File: src/rtl/core/i2cmts_pkg.sv
// Shared types, constants and status codes of the I2C master transfer sequencer.
package i2cmts_pkg;

    // Transmit buffer depth and derived widths
    localparam int MAX_LEN = 256;
    localparam int IDX_W   = (MAX_LEN > 1) ? $clog2(MAX_LEN) : 1;
    localparam int WIDE_W  = 13;
    localparam int POS_W   = 11;
    localparam logic [8:0] LEN_CAP = (MAX_LEN < 511) ? 9'(MAX_LEN) : 9'd511;

    // Request kinds
    localparam logic [1:0] REQ_EVENT = 2'd0;
    localparam logic [1:0] REQ_BEGIN = 2'd1;
    localparam logic [1:0] REQ_LOAD  = 2'd2;

    // Controller status codes
    localparam logic [7:0] ST_START     = 8'h08;
    localparam logic [7:0] ST_RSTART    = 8'h10;
    localparam logic [7:0] ST_WADDR_ACK = 8'h18;
    localparam logic [7:0] ST_DATA_TX   = 8'h28;
    localparam logic [7:0] ST_RADDR_ACK = 8'h40;
    localparam logic [7:0] ST_DATA_RX   = 8'h50;
    localparam logic [7:0] ST_LAST_RX   = 8'h58;

    // Message phases
    localparam logic [2:0] PH_START  = 3'd0;
    localparam logic [2:0] PH_ADDR_W = 3'd1;
    localparam logic [2:0] PH_ADDR_R = 3'd2;
    localparam logic [2:0] PH_DATA   = 3'd3;
    localparam logic [2:0] PH_RECV   = 3'd4;

    // Acknowledge control and completion codes
    localparam logic [1:0] ACK_KEEP  = 2'd0;
    localparam logic [1:0] ACK_SET   = 2'd1;
    localparam logic [1:0] ACK_CLEAR = 2'd2;
    localparam logic [1:0] CMP_NONE  = 2'd0;
    localparam logic [1:0] CMP_PASS  = 2'd1;
    localparam logic [1:0] CMP_FAIL  = 2'd2;

    typedef struct packed {
        logic [1:0] req_type;
        logic [7:0] status_code;
        logic [7:0] rx_byte;
        logic [7:0] slave_address;
        logic [7:0] mem_addr_high;
        logic [7:0] mem_addr_low;
        logic [8:0] msg_length;
        logic [7:0] load_index;
        logic [7:0] load_byte;
    } item_t;

    typedef struct packed {
        logic       tx_valid;
        logic [7:0] tx_value;
        logic       set_start;
        logic       clear_start;
        logic       set_stop;
        logic [1:0] ack_control;
        logic       rx_valid;
        logic [7:0] rx_data;
        logic [7:0] rx_position;
        logic [1:0] completion;
        logic       rejected;
        logic       bus_free;
    } result_t;

    typedef struct packed {
        logic             en;
        logic [IDX_W-1:0] addr;
        logic [7:0]       data;
    } buf_wr_t;

endpackage

File: src/rtl/core/i2cmts_txbuf.sv
// Transmit buffer memory with registered read and write-to-read forwarding.
module i2cmts_txbuf
    import i2cmts_pkg::*;
(
    input  logic             clk,
    input  buf_wr_t          wr,
    input  logic [IDX_W-1:0] rd_addr,
    output logic [7:0]       rd_data
);

    logic [7:0] mem [MAX_LEN];
    logic [7:0] rd_data_reg;

    always_ff @(posedge clk)
    begin
        if (wr.en)
        begin
            mem[wr.addr] <= wr.data;
        end
        // forward a same-cycle load so the prefetched byte is never stale
        if (wr.en && (wr.addr == rd_addr))
        begin
            rd_data_reg <= wr.data;
        end
        else
        begin
            rd_data_reg <= mem[rd_addr];
        end
    end

    assign rd_data = rd_data_reg;

endmodule

File: src/rtl/core/i2cmts_seq.sv
// Message state and per-word decode of begin, load and status event requests.
module i2cmts_seq
    import i2cmts_pkg::*;
(
    input  logic             clk,
    input  logic             rst_n,
    input  logic             fire,
    input  item_t            item,
    input  logic [7:0]       rd_data,
    output result_t          result,
    output buf_wr_t          wr,
    output logic [IDX_W-1:0] rd_addr
);

    logic [2:0]              phase_reg, phase_next;
    logic signed [POS_W-1:0] pos_reg, pos_next;
    logic                    active_reg, active_next;
    logic [7:0]              slave_reg, slave_next;
    logic [7:0]              addr_hi_reg, addr_hi_next;
    logic [7:0]              addr_lo_reg, addr_lo_next;
    logic [8:0]              len_reg, len_next;

    logic signed [POS_W-1:0] len_s;
    logic signed [POS_W-1:0] pos_inc;
    logic [POS_W-1:0]        pos_ahead;
    logic [WIDE_W-1:0]       rd_wide;
    logic [WIDE_W-1:0]       wr_wide;

    assign len_s   = $signed({{(POS_W-9){1'b0}}, len_reg});
    assign pos_inc = pos_reg + POS_W'(1);
    assign wr_wide = {{(WIDE_W-8){1'b0}}, item.load_index};

    always_comb
    begin
        result       = '0;
        wr.en        = 1'b0;
        wr.addr      = wr_wide[IDX_W-1:0];
        wr.data      = item.load_byte;
        phase_next   = phase_reg;
        pos_next     = pos_reg;
        active_next  = active_reg;
        slave_next   = slave_reg;
        addr_hi_next = addr_hi_reg;
        addr_lo_next = addr_lo_reg;
        len_next     = len_reg;

        unique case (item.req_type)
            REQ_EVENT:
            begin
                if (active_reg)
                begin
                    unique case (phase_reg)
                        PH_START:
                        begin
                            result.clear_start = 1'b1;
                            if ((item.status_code == ST_START) ||
                                (item.status_code == ST_RSTART))
                            begin
                                result.tx_valid = 1'b1;
                                result.tx_value = slave_reg;
                                if (slave_reg[0])
                                begin
                                    phase_next = PH_ADDR_R;
                                    pos_next   = '0;
                                end
                                else
                                begin
                                    phase_next = PH_ADDR_W;
                                    pos_next   = -POS_W'(2);
                                end
                            end
                            else
                            begin
                                result.set_stop    = 1'b1;
                                result.ack_control = ACK_CLEAR;
                                result.completion  = CMP_FAIL;
                                phase_next         = PH_START;
                                active_next        = 1'b0;
                            end
                        end
                        PH_ADDR_W:
                        begin
                            if (item.status_code == ST_WADDR_ACK)
                            begin
                                result.tx_valid = 1'b1;
                                result.tx_value = addr_hi_reg;
                                phase_next      = PH_DATA;
                            end
                            else
                            begin
                                result.set_stop    = 1'b1;
                                result.ack_control = ACK_CLEAR;
                                result.completion  = CMP_FAIL;
                                phase_next         = PH_START;
                                active_next        = 1'b0;
                            end
                        end
                        PH_ADDR_R:
                        begin
                            if (item.status_code == ST_RADDR_ACK)
                            begin
                                phase_next = PH_RECV;
                                if (len_reg > 9'd1)
                                begin
                                    result.ack_control = ACK_SET;
                                end
                            end
                            else
                            begin
                                result.set_stop    = 1'b1;
                                result.ack_control = ACK_CLEAR;
                                result.completion  = CMP_FAIL;
                                phase_next         = PH_START;
                                active_next        = 1'b0;
                            end
                        end
                        PH_RECV:
                        begin
                            if ((item.status_code == ST_DATA_RX) ||
                                (item.status_code == ST_LAST_RX))
                            begin
                                result.rx_valid    = 1'b1;
                                result.rx_data     = item.rx_byte;
                                result.rx_position = pos_reg[7:0];
                                pos_next           = pos_inc;
                                if (pos_inc >= len_s)
                                begin
                                    result.set_stop    = 1'b1;
                                    result.ack_control = ACK_CLEAR;
                                    result.completion  = CMP_PASS;
                                    phase_next         = PH_START;
                                    active_next        = 1'b0;
                                end
                                else if ((pos_inc + POS_W'(1)) == len_s)
                                begin
                                    // withhold acknowledge on the last byte
                                    result.ack_control = ACK_CLEAR;
                                end
                            end
                            else
                            begin
                                result.set_stop    = 1'b1;
                                result.ack_control = ACK_CLEAR;
                                result.completion  = CMP_FAIL;
                                phase_next         = PH_START;
                                active_next        = 1'b0;
                            end
                        end
                        PH_DATA:
                        begin
                            if (item.status_code == ST_DATA_TX)
                            begin
                                pos_next = pos_inc;
                                if (pos_inc < 0)
                                begin
                                    result.tx_valid = 1'b1;
                                    result.tx_value = addr_lo_reg;
                                end
                                else if (pos_inc < len_s)
                                begin
                                    result.tx_valid = 1'b1;
                                    result.tx_value = rd_data;
                                end
                                else
                                begin
                                    result.set_stop    = 1'b1;
                                    result.ack_control = ACK_CLEAR;
                                    result.completion  = CMP_PASS;
                                    phase_next         = PH_START;
                                    active_next        = 1'b0;
                                end
                            end
                            else
                            begin
                                result.set_stop    = 1'b1;
                                result.ack_control = ACK_CLEAR;
                                result.completion  = CMP_FAIL;
                                phase_next         = PH_START;
                                active_next        = 1'b0;
                            end
                        end
                        default:
                        begin
                            phase_next = PH_START;
                        end
                    endcase
                end
            end
            REQ_BEGIN:
            begin
                if (active_reg)
                begin
                    result.rejected = 1'b1;
                end
                else
                begin
                    slave_next       = item.slave_address;
                    addr_hi_next     = item.mem_addr_high;
                    addr_lo_next     = item.mem_addr_low;
                    len_next         = (item.msg_length > LEN_CAP) ? LEN_CAP : item.msg_length;
                    phase_next       = PH_START;
                    pos_next         = -POS_W'(2);
                    active_next      = 1'b1;
                    result.set_start = 1'b1;
                end
            end
            REQ_LOAD:
            begin
                wr.en = fire && (wr_wide < WIDE_W'(MAX_LEN));
            end
            default:
            begin
                result = '0;
            end
        endcase

        result.bus_free = !active_next;
    end

    // prefetch the buffer byte the next data event would send
    assign pos_ahead = POS_W'((fire ? pos_next : pos_reg) + POS_W'(1));
    assign rd_wide   = {{(WIDE_W-POS_W){1'b0}}, pos_ahead};
    assign rd_addr   = rd_wide[IDX_W-1:0];

    always_ff @(posedge clk or negedge rst_n)
    begin
        if (!rst_n)
        begin
            phase_reg   <= PH_START;
            pos_reg     <= -POS_W'(2);
            active_reg  <= 1'b0;
            slave_reg   <= '0;
            addr_hi_reg <= '0;
            addr_lo_reg <= '0;
            len_reg     <= 9'd1;
        end
        else if (fire)
        begin
            phase_reg   <= phase_next;
            pos_reg     <= pos_next;
            active_reg  <= active_next;
            slave_reg   <= slave_next;
            addr_hi_reg <= addr_hi_next;
            addr_lo_reg <= addr_lo_next;
            len_reg     <= len_next;
        end
    end

endmodule

File: src/rtl/core/i2c_master_transfer_sequencer_top.sv
// I2C master transfer sequencer: one result word per request word. A word is taken into an
// input register, decoded against the message state and its result lands in an output
// register, so a result word is offered once its request word has passed both registers,
// and a new word is taken every cycle while the output side keeps up. The transmit buffer
// (MAX_LEN bytes) is read ahead at the position following the current one, which is what
// lets a data event use a synchronous memory without a stall. Loads may be issued at any
// time, also during a message; bytes sent must have been loaded beforehand.
module i2c_master_transfer_sequencer_top
    import i2cmts_pkg::*;
(
    input  logic        clk,
    input  logic        rst_n,
    input  logic        s_tvalid,
    output logic        s_tready,
    // status_code, rx_byte, slave_address, mem_addr_high, mem_addr_low, msg_length,
    // load_index, load_byte, zero fill
    input  logic [71:0] s_tdata,
    // req_type
    input  logic [1:0]  s_tuser,
    output logic        m_tvalid,
    input  logic        m_tready,
    // tx_value, set_start, clear_start, set_stop, ack_control, rx_data, rx_position,
    // completion, rejected, bus_free, zero fill
    output logic [39:0] m_tdata,
    // tx_valid, rx_valid
    output logic [1:0]  m_tuser
);

    logic             in_valid_reg;
    item_t            in_item_reg;
    logic             out_valid_reg;
    result_t          out_res_reg;
    logic             fire;
    result_t          result;
    buf_wr_t          wr;
    logic [IDX_W-1:0] rd_addr;
    logic [7:0]       rd_data;
    item_t            s_item;

    assign s_item.req_type      = s_tuser;
    assign s_item.status_code   = s_tdata[7:0];
    assign s_item.rx_byte       = s_tdata[15:8];
    assign s_item.slave_address = s_tdata[23:16];
    assign s_item.mem_addr_high = s_tdata[31:24];
    assign s_item.mem_addr_low  = s_tdata[39:32];
    assign s_item.msg_length    = s_tdata[48:40];
    assign s_item.load_index    = s_tdata[56:49];
    assign s_item.load_byte     = s_tdata[64:57];

    assign fire     = in_valid_reg && (!out_valid_reg || m_tready);
    assign s_tready = !in_valid_reg || fire;

    always_ff @(posedge clk or negedge rst_n)
    begin
        if (!rst_n)
        begin
            in_valid_reg  <= 1'b0;
            out_valid_reg <= 1'b0;
        end
        else
        begin
            if (s_tvalid && s_tready)
            begin
                in_valid_reg <= 1'b1;
            end
            else if (fire)
            begin
                in_valid_reg <= 1'b0;
            end
            if (fire)
            begin
                out_valid_reg <= 1'b1;
            end
            else if (m_tready)
            begin
                out_valid_reg <= 1'b0;
            end
        end
    end

    always_ff @(posedge clk)
    begin
        if (s_tvalid && s_tready)
        begin
            in_item_reg <= s_item;
        end
        if (fire)
        begin
            out_res_reg <= result;
        end
    end

    i2cmts_seq u_seq (
        .clk     (clk),
        .rst_n   (rst_n),
        .fire    (fire),
        .item    (in_item_reg),
        .rd_data (rd_data),
        .result  (result),
        .wr      (wr),
        .rd_addr (rd_addr)
    );

    i2cmts_txbuf u_txbuf (
        .clk     (clk),
        .wr      (wr),
        .rd_addr (rd_addr),
        .rd_data (rd_data)
    );

    assign m_tvalid = out_valid_reg;
    assign m_tdata  = {7'b0, out_res_reg.bus_free, out_res_reg.rejected,
                       out_res_reg.completion, out_res_reg.rx_position, out_res_reg.rx_data,
                       out_res_reg.ack_control, out_res_reg.set_stop, out_res_reg.clear_start,
                       out_res_reg.set_start, out_res_reg.tx_value};
    assign m_tuser  = {out_res_reg.rx_valid, out_res_reg.tx_valid};

endmodule

File: config.mk
export PLATFORM = sky130hd
export DESIGN_NAME = i2c_master_transfer_sequencer_top
export DESIGN_NICKNAME = d
export VERILOG_FILES = /design/src/rtl/core/i2cmts_pkg.sv /design/src/rtl/core/i2cmts_txbuf.sv /design/src/rtl/core/i2cmts_seq.sv /design/src/rtl/core/i2c_master_transfer_sequencer_top.sv
export SDC_FILE = /design/constraint.sdc
export NUM_CORES = 2
export LEC_CHECK = 0
export BUFFER_PORTS_ARGS = -buffer_cell sky130_fd_sc_hd__buf_4
export CAP_MARGIN = 20
export CORE_ASPECT_RATIO = 1.4
export CORE_MARGIN = 8
export CORE_UTILIZATION = 57
export DETAILED_ROUTE_END_ITERATION = 10
export PLACE_DENSITY = 0.76
export SYNTH_ARGS = -nofsm -noshare
export SYNTH_HDL_FRONTEND = slang
export SYNTH_SLANG_ARGS = --single-unit
File: constraint.sdc
create_clock -name clk -period 4.6 [get_ports clk]
set_input_delay 1.15 -clock clk [delete_from_list [all_inputs] [get_ports clk]]
set_output_delay 1.15 -clock clk [all_outputs]
set_load 0.01 [all_outputs]
==> metrics.txt <==
# TYPE chip_impl_metric gauge
chip_impl_info{name="run_status",value="completed"} 1
chip_impl_metric{name="internal_power",unit="W"} 0.0320
chip_impl_info{name="largest_delay_contributor_family_on_the_critical_path",value="compound AO/OA/AOI/OAI gates"} 1
chip_impl_metric{name="pwr_density_cell",unit="mW/mm2"} 421
chip_impl_metric{name="synthCells",unit=""} 4643
chip_impl_metric{name="detailroute.via_count",unit=""} 50100
chip_impl_metric{name="drtAntennaViolNets",unit=""} 0
chip_impl_metric{name="area.growth.synth_to_final",unit="%"} 14.5
chip_impl_info{name="min_path_type",value="in2async"} 1
chip_impl_metric{name="grt_antenna_before_repair",unit=""} 11
chip_impl_metric{name="initial_utilization",unit="%"} 57.4
chip_impl_metric{name="gp_congestion",unit=""} 0.951
chip_impl_metric{name="cts-root-to-sink-buffers",unit=""} 3
chip_impl_metric{name="die-width",unit="um"} 346
chip_impl_metric{name="post_route_cells_drive_above_1_share",unit="%"} 24.6
chip_impl_info{name="critPathLaunchType",value="flop"} 1
chip_impl_metric{name="irDropWorstVdd",unit="mV"} 0.398
chip_impl_metric{name="via_count_of_the_first_global_routing_pass",unit=""} 49700
chip_impl_info{name="cts_tree",value="done"} 1
chip_impl_info{name="worstSetupPathType",value="reg2reg"} 1
chip_impl_metric{name="totalWireLength",unit="um"} 246000
chip_impl_metric{name="placementRows",unit=""} 169
chip_impl_metric{name="io_buffer_count",unit=""} 107
chip_impl_metric{name="cts.sinks",unit=""} 2208
chip_impl_metric{name="cp_slowest_stage_delay",unit="ns"} 0.60
chip_impl_metric{name="cts_hold_buffers",unit=""} 0
chip_impl_metric{name="static-leakage-power",unit="nW"} 34.9
chip_impl_info{name="cp_cell_sequence",value="ha_2 -> xor2_2 -> ha_1 -> o21a_1 -> o21a_1 -> o21a_1 -> o21a_1 -> o21ai_0 -> a21oi_1 -> or4_1 -> ha_1 -> buf_4 -> and3_2 -> nand3_1 -> a211oi_2 -> o221a_2"} 1
chip_impl_info{name="crit_slowest_cell",value="dfstp_2"} 1
chip_impl_metric{name="final.setup_skew",unit="ns"} 0.0302
chip_impl_metric{name="slew_viol_final",unit=""} 0
chip_impl_metric{name="detail_route.wl_per_cell",unit="um"} 33.6
chip_impl_metric{name="async_reset_ff_share",unit="%"} 2.26
chip_impl_metric{name="final.period_utilization",unit="%"} 97.5
chip_impl_metric{name="dp_hpwl",unit="um"} 157000
chip_impl_metric{name="seq_power_share",unit="%"} 53.7
chip_impl_metric{name="ys.warnings.count",unit=""} 0
chip_impl_metric{name="overall_global_routing_usage",unit="%"} 29.3
chip_impl_metric{name="largest_register_ffs",unit=""} 2048
chip_impl_metric{name="drc_errors",unit=""} 0
chip_impl_info{name="yosys_most_used_dff",value="edfxtp_1"} 1
chip_impl_metric{name="worst-slew-pin-transition",unit="ns"} 1.38
chip_impl_info{name="end_kind",value="flop"} 1
chip_impl_metric{name="cts_made_buffers",unit=""} 189
chip_impl_metric{name="worst_setup_hold_path_clk_slew",unit="ns"} 0.06
chip_impl_metric{name="die_area",unit="mm2"} 0.166
chip_impl_metric{name="grt_pass1_wl",unit="um"} 351000
chip_impl_metric{name="layout.cell_area.non_filler",unit="mm2"} 0.0996
chip_impl_info{name="worst_path_most_repeated_cell",value="o21a_1"} 1
chip_impl_info{name="grt_setup_unrepaired",value="no"} 1
chip_impl_metric{name="detail_route.first_pass.iterations",unit=""} 8
chip_impl_metric{name="final_nets",unit=""} 5285
chip_impl_metric{name="fp.coreArea",unit="mm2"} 0.152
chip_impl_metric{name="max-cap-violations",unit=""} 0
chip_impl_metric{name="yosys_register_bits",unit=""} 2208
chip_impl_metric{name="number_of_flops_mapped_to_enable_cells_by_yosys",unit=""} 2150
chip_impl_metric{name="placement.setup.worst_slack",unit="ns"} -0.146
chip_impl_info{name="clock_tree.root_cell",value="clkbuf_16"} 1
chip_impl_metric{name="filler_cell_count",unit=""} 9651
chip_impl_metric{name="grt_start_max_net_pins",unit=""} 198
chip_impl_metric{name="cts_htree_levels",unit=""} 4
chip_impl_metric{name="vias_per_cell",unit=""} 6.84
chip_impl_metric{name="synth_sequential_area_ratio",unit="%"} 75.9
chip_impl_metric{name="cell_area_after_placement",unit="mm2"} 0.0934
chip_impl_metric{name="path_buf_inv",unit=""} 1
chip_impl_metric{name="p_comb_share",unit="%"} 8.5
chip_impl_metric{name="finalWorstPathRequiredPeriod",unit="ns"} 4.48
chip_impl_metric{name="fp.dieH",unit="um"} 478
chip_impl_metric{name="globalRouteOverflowTotal",unit=""} 0
chip_impl_metric{name="drt_iter0_markers",unit=""} 7449
chip_impl_metric{name="crit_path_max_fanout",unit=""} 6
chip_impl_metric{name="distinct_cells_synth",unit=""} 84
chip_impl_metric{name="cp_data_arrival_time",unit="ns"} 5.18
chip_impl_metric{name="number_of_logic_stages_on_the_critical_path_including_buffering",unit=""} 16
chip_impl_metric{name="insertion_delay",unit="ns"} 0.83
chip_impl_metric{name="slew_headroom",unit="%"} 8.28
chip_impl_metric{name="switchingPower",unit="W"} 0.00987
chip_impl_metric{name="ioPinCount",unit=""} 122
chip_impl_metric{name="postLayoutSetupSlackWorst",unit="ns"} 0.117
chip_impl_metric{name="hold_viol_final",unit=""} 0
chip_impl_metric{name="crit_required",unit="ns"} 5.30
chip_impl_metric{name="post_synth.cell_area_avg",unit="um2"} 18.7
chip_impl_metric{name="switching_power_as_a_share_of_total_power",unit="%"} 23.6
chip_impl_metric{name="worst-r2r-cell-count",unit=""} 16
chip_impl_metric{name="synthesis.area",unit="mm2"} 0.0870
chip_impl_metric{name="setup_viol_count_final",unit=""} 0
chip_impl_metric{name="power.share.clock",unit="%"} 37.8
chip_impl_metric{name="clock.fmax",unit="MHz"} 223
==> worst register-to-register path, delay by kind of cell, from the launching register on <==
family	cells	cell delay (ns)
AND/OR/NAND/NOR	3	0.93
adder cells (fa/ha/maj)	3	0.88
flip-flops	1	0.60
AO/OA/AOI/OAI	8	1.57
buffers and inverters	1	0.17
XOR/XNOR	1	0.23
==> final timing paths <==
kind,startpoint,end,slack [ns]
max,u_seq.pos_reg[1]$_DFF_PN1_,m_tdata[2]$_SDFFCE_PN0P_,0.12
min,rst_n,u_seq.addr_hi_reg[2]$_DFFE_PN0P_,0.35
max reg2reg,u_seq.pos_reg[1]$_DFF_PN1_,m_tdata[2]$_SDFFCE_PN0P_,0.12
min reg2reg,in_item_reg[29]$_DFFE_PP_,u_seq.addr_lo_reg[4]$_DFFE_PN0P_,0.44
max in group asynchronous,rst_n,in_valid_reg$_DFFE_PN0P_,3.76
min in group clk,in_item_reg[29]$_DFFE_PP_,u_seq.addr_lo_reg[4]$_DFFE_PN0P_,0.44
==> placed cells by master, fill, tap and decap left out, drive strengths merged, types with 10 or more instances in the layout <==
cell type  synthesis  final
buf              123    626
inv               24     27
a221o             29     29
nand3b            12     12
a211oi            23     23
and2              20     20
nor2b             24     24
edfxtp          2150   2150
dfstp             11     11
ha                14     14
diode              0     14
o22ai             25     25
clkinv             3     83
a22oi             81     81
or3               10     10
a22o              15     15
mux2i            315    315
nor2             344    344
nor3              42     42
nand4             24     24
a221oi            98     98
nor4              20     20
o211ai            22     22
a21oi             77     77
dfrtp             39     39
xnor2             18     18
o21ai            100    100
nand3             72     72
a31oi             29     29
clkbuf           150    244
bufinv             0     16
nand2b            15     15
mux4             359    359
nand2            220    220
==> repair_timing <==
action / CTS / global route
buffers inserted: 0 / 2
setup endpoints to repair: 1 / 6
resized for setup: 1 / 8
pin swaps: 0 / 2
hold endpoints to repair: 0 / 0
==> power by group through the flow <==
stage	logic, W	registers (W)	clock network, W
2_1_floorplan	0.00145	0.0230	0
3_3_place_gp	0.00333	0.0229	0
3_5_place_dp	0.00339	0.0229	0
4_1_cts	0.00342	0.0225	0.0160
5_1_grt	0.00358	0.0225	0.0166
6_report	0.00356	0.0225	0.0158
==> per-layer routing <==
metal	wire (um)	share of wire (%)	GRT usage [%]	vias to the layer above
met1	80000	32	34.4	25500
met4	20800	8.4	21.0	2
met3	26100	11	6.80	871
met2	119000	48	47.7	3780
li1	-	-	-	20000
met5	11	0.0045	0	-
==> kinds of logic (layout without fill, tap and decap cells) <==
logic type | after synthesis | after routing | synth area share [%]
DFF | 2208 | 2208 | 75.9
and+or+nand+nor | 838 | 838 | 4.34
muxes | 679 | 679 | 13.0
AOI/OAI and AO/OA | 576 | 576 | 4.74
buffers and inverters | 300 | 1003 | 1.61
xor gates and xnor gates | 27 | 27 | 0.272
adders and majority gates | 14 | 14 | 0.201
other | 1 | 21 | 0.00431
==> synthesized netlist by cell type, types with 21 or more instances <==
| cell type | count | area (um2) |
|---|---|---|
| edfxtp_1 | 2150 | 64600 |
| mux4_2 | 359 | 8090 |
| nor2_1 | 344 | 1290 |
| mux2i_1 | 315 | 3150 |
| nand2_1 | 220 | 826 |
| clkbuf_1 | 150 | 563 |
| a221oi_1 | 98 | 858 |
| o21ai_0 | 98 | 490 |
| a22oi_1 | 81 | 608 |
| a21oi_1 | 77 | 385 |
| nand3_1 | 72 | 360 |
| buf_4 | 53 | 398 |
| buf_2 | 51 | 255 |
| nor3_1 | 42 | 210 |
| dfrtp_1 | 39 | 976 |
| a221o_1 | 29 | 290 |
| a31oi_1 | 29 | 181 |
| o22ai_1 | 25 | 156 |
| nand4_1 | 24 | 150 |
| nor2b_1 | 24 | 150 |
| inv_1 | 23 | 86.3 |
| a211oi_1 | 22 | 165 |
| o211ai_1 | 21 | 158 |
==> final cells by class <==
cell class / count / area [um2] / area share [%]
sequential: 2208 / 66000 / 66.3
multi-input combinational: 2141 / 19800 / 19.9
clock buffer: 244 / 5150 / 5.17
timing repair buffer: 626 / 5140 / 5.16
tap: 1966 / 2460 / 2.47
clock inverter: 106 / 955 / 0.958
inverter: 27 / 104 / 0.104
antenna: 14 / 35.0 / 0.0352
==> per-stage QoR <==
step | TNS, ns | utilization, % | std cells | hold slack [ns] | power [W]
after global placement | 0 | 61.6 | 6964 | 0.427 | 0.0262
after global routing | 0 | 65.7 | 7319 | 0.372 | 0.0427
after floorplan | 0 | - | 4649 | 0.415 | 0.0245
final | 0 | 65.7 | 7332 | 0.350 | 0.0419
after detailed placement | -0.146 | 61.6 | 6965 | 0.430 | 0.0263
after CTS | 0 | 65.6 | 7315 | 0.323 | 0.0419
No activity file was read; power rests on OpenSTA's default activity.
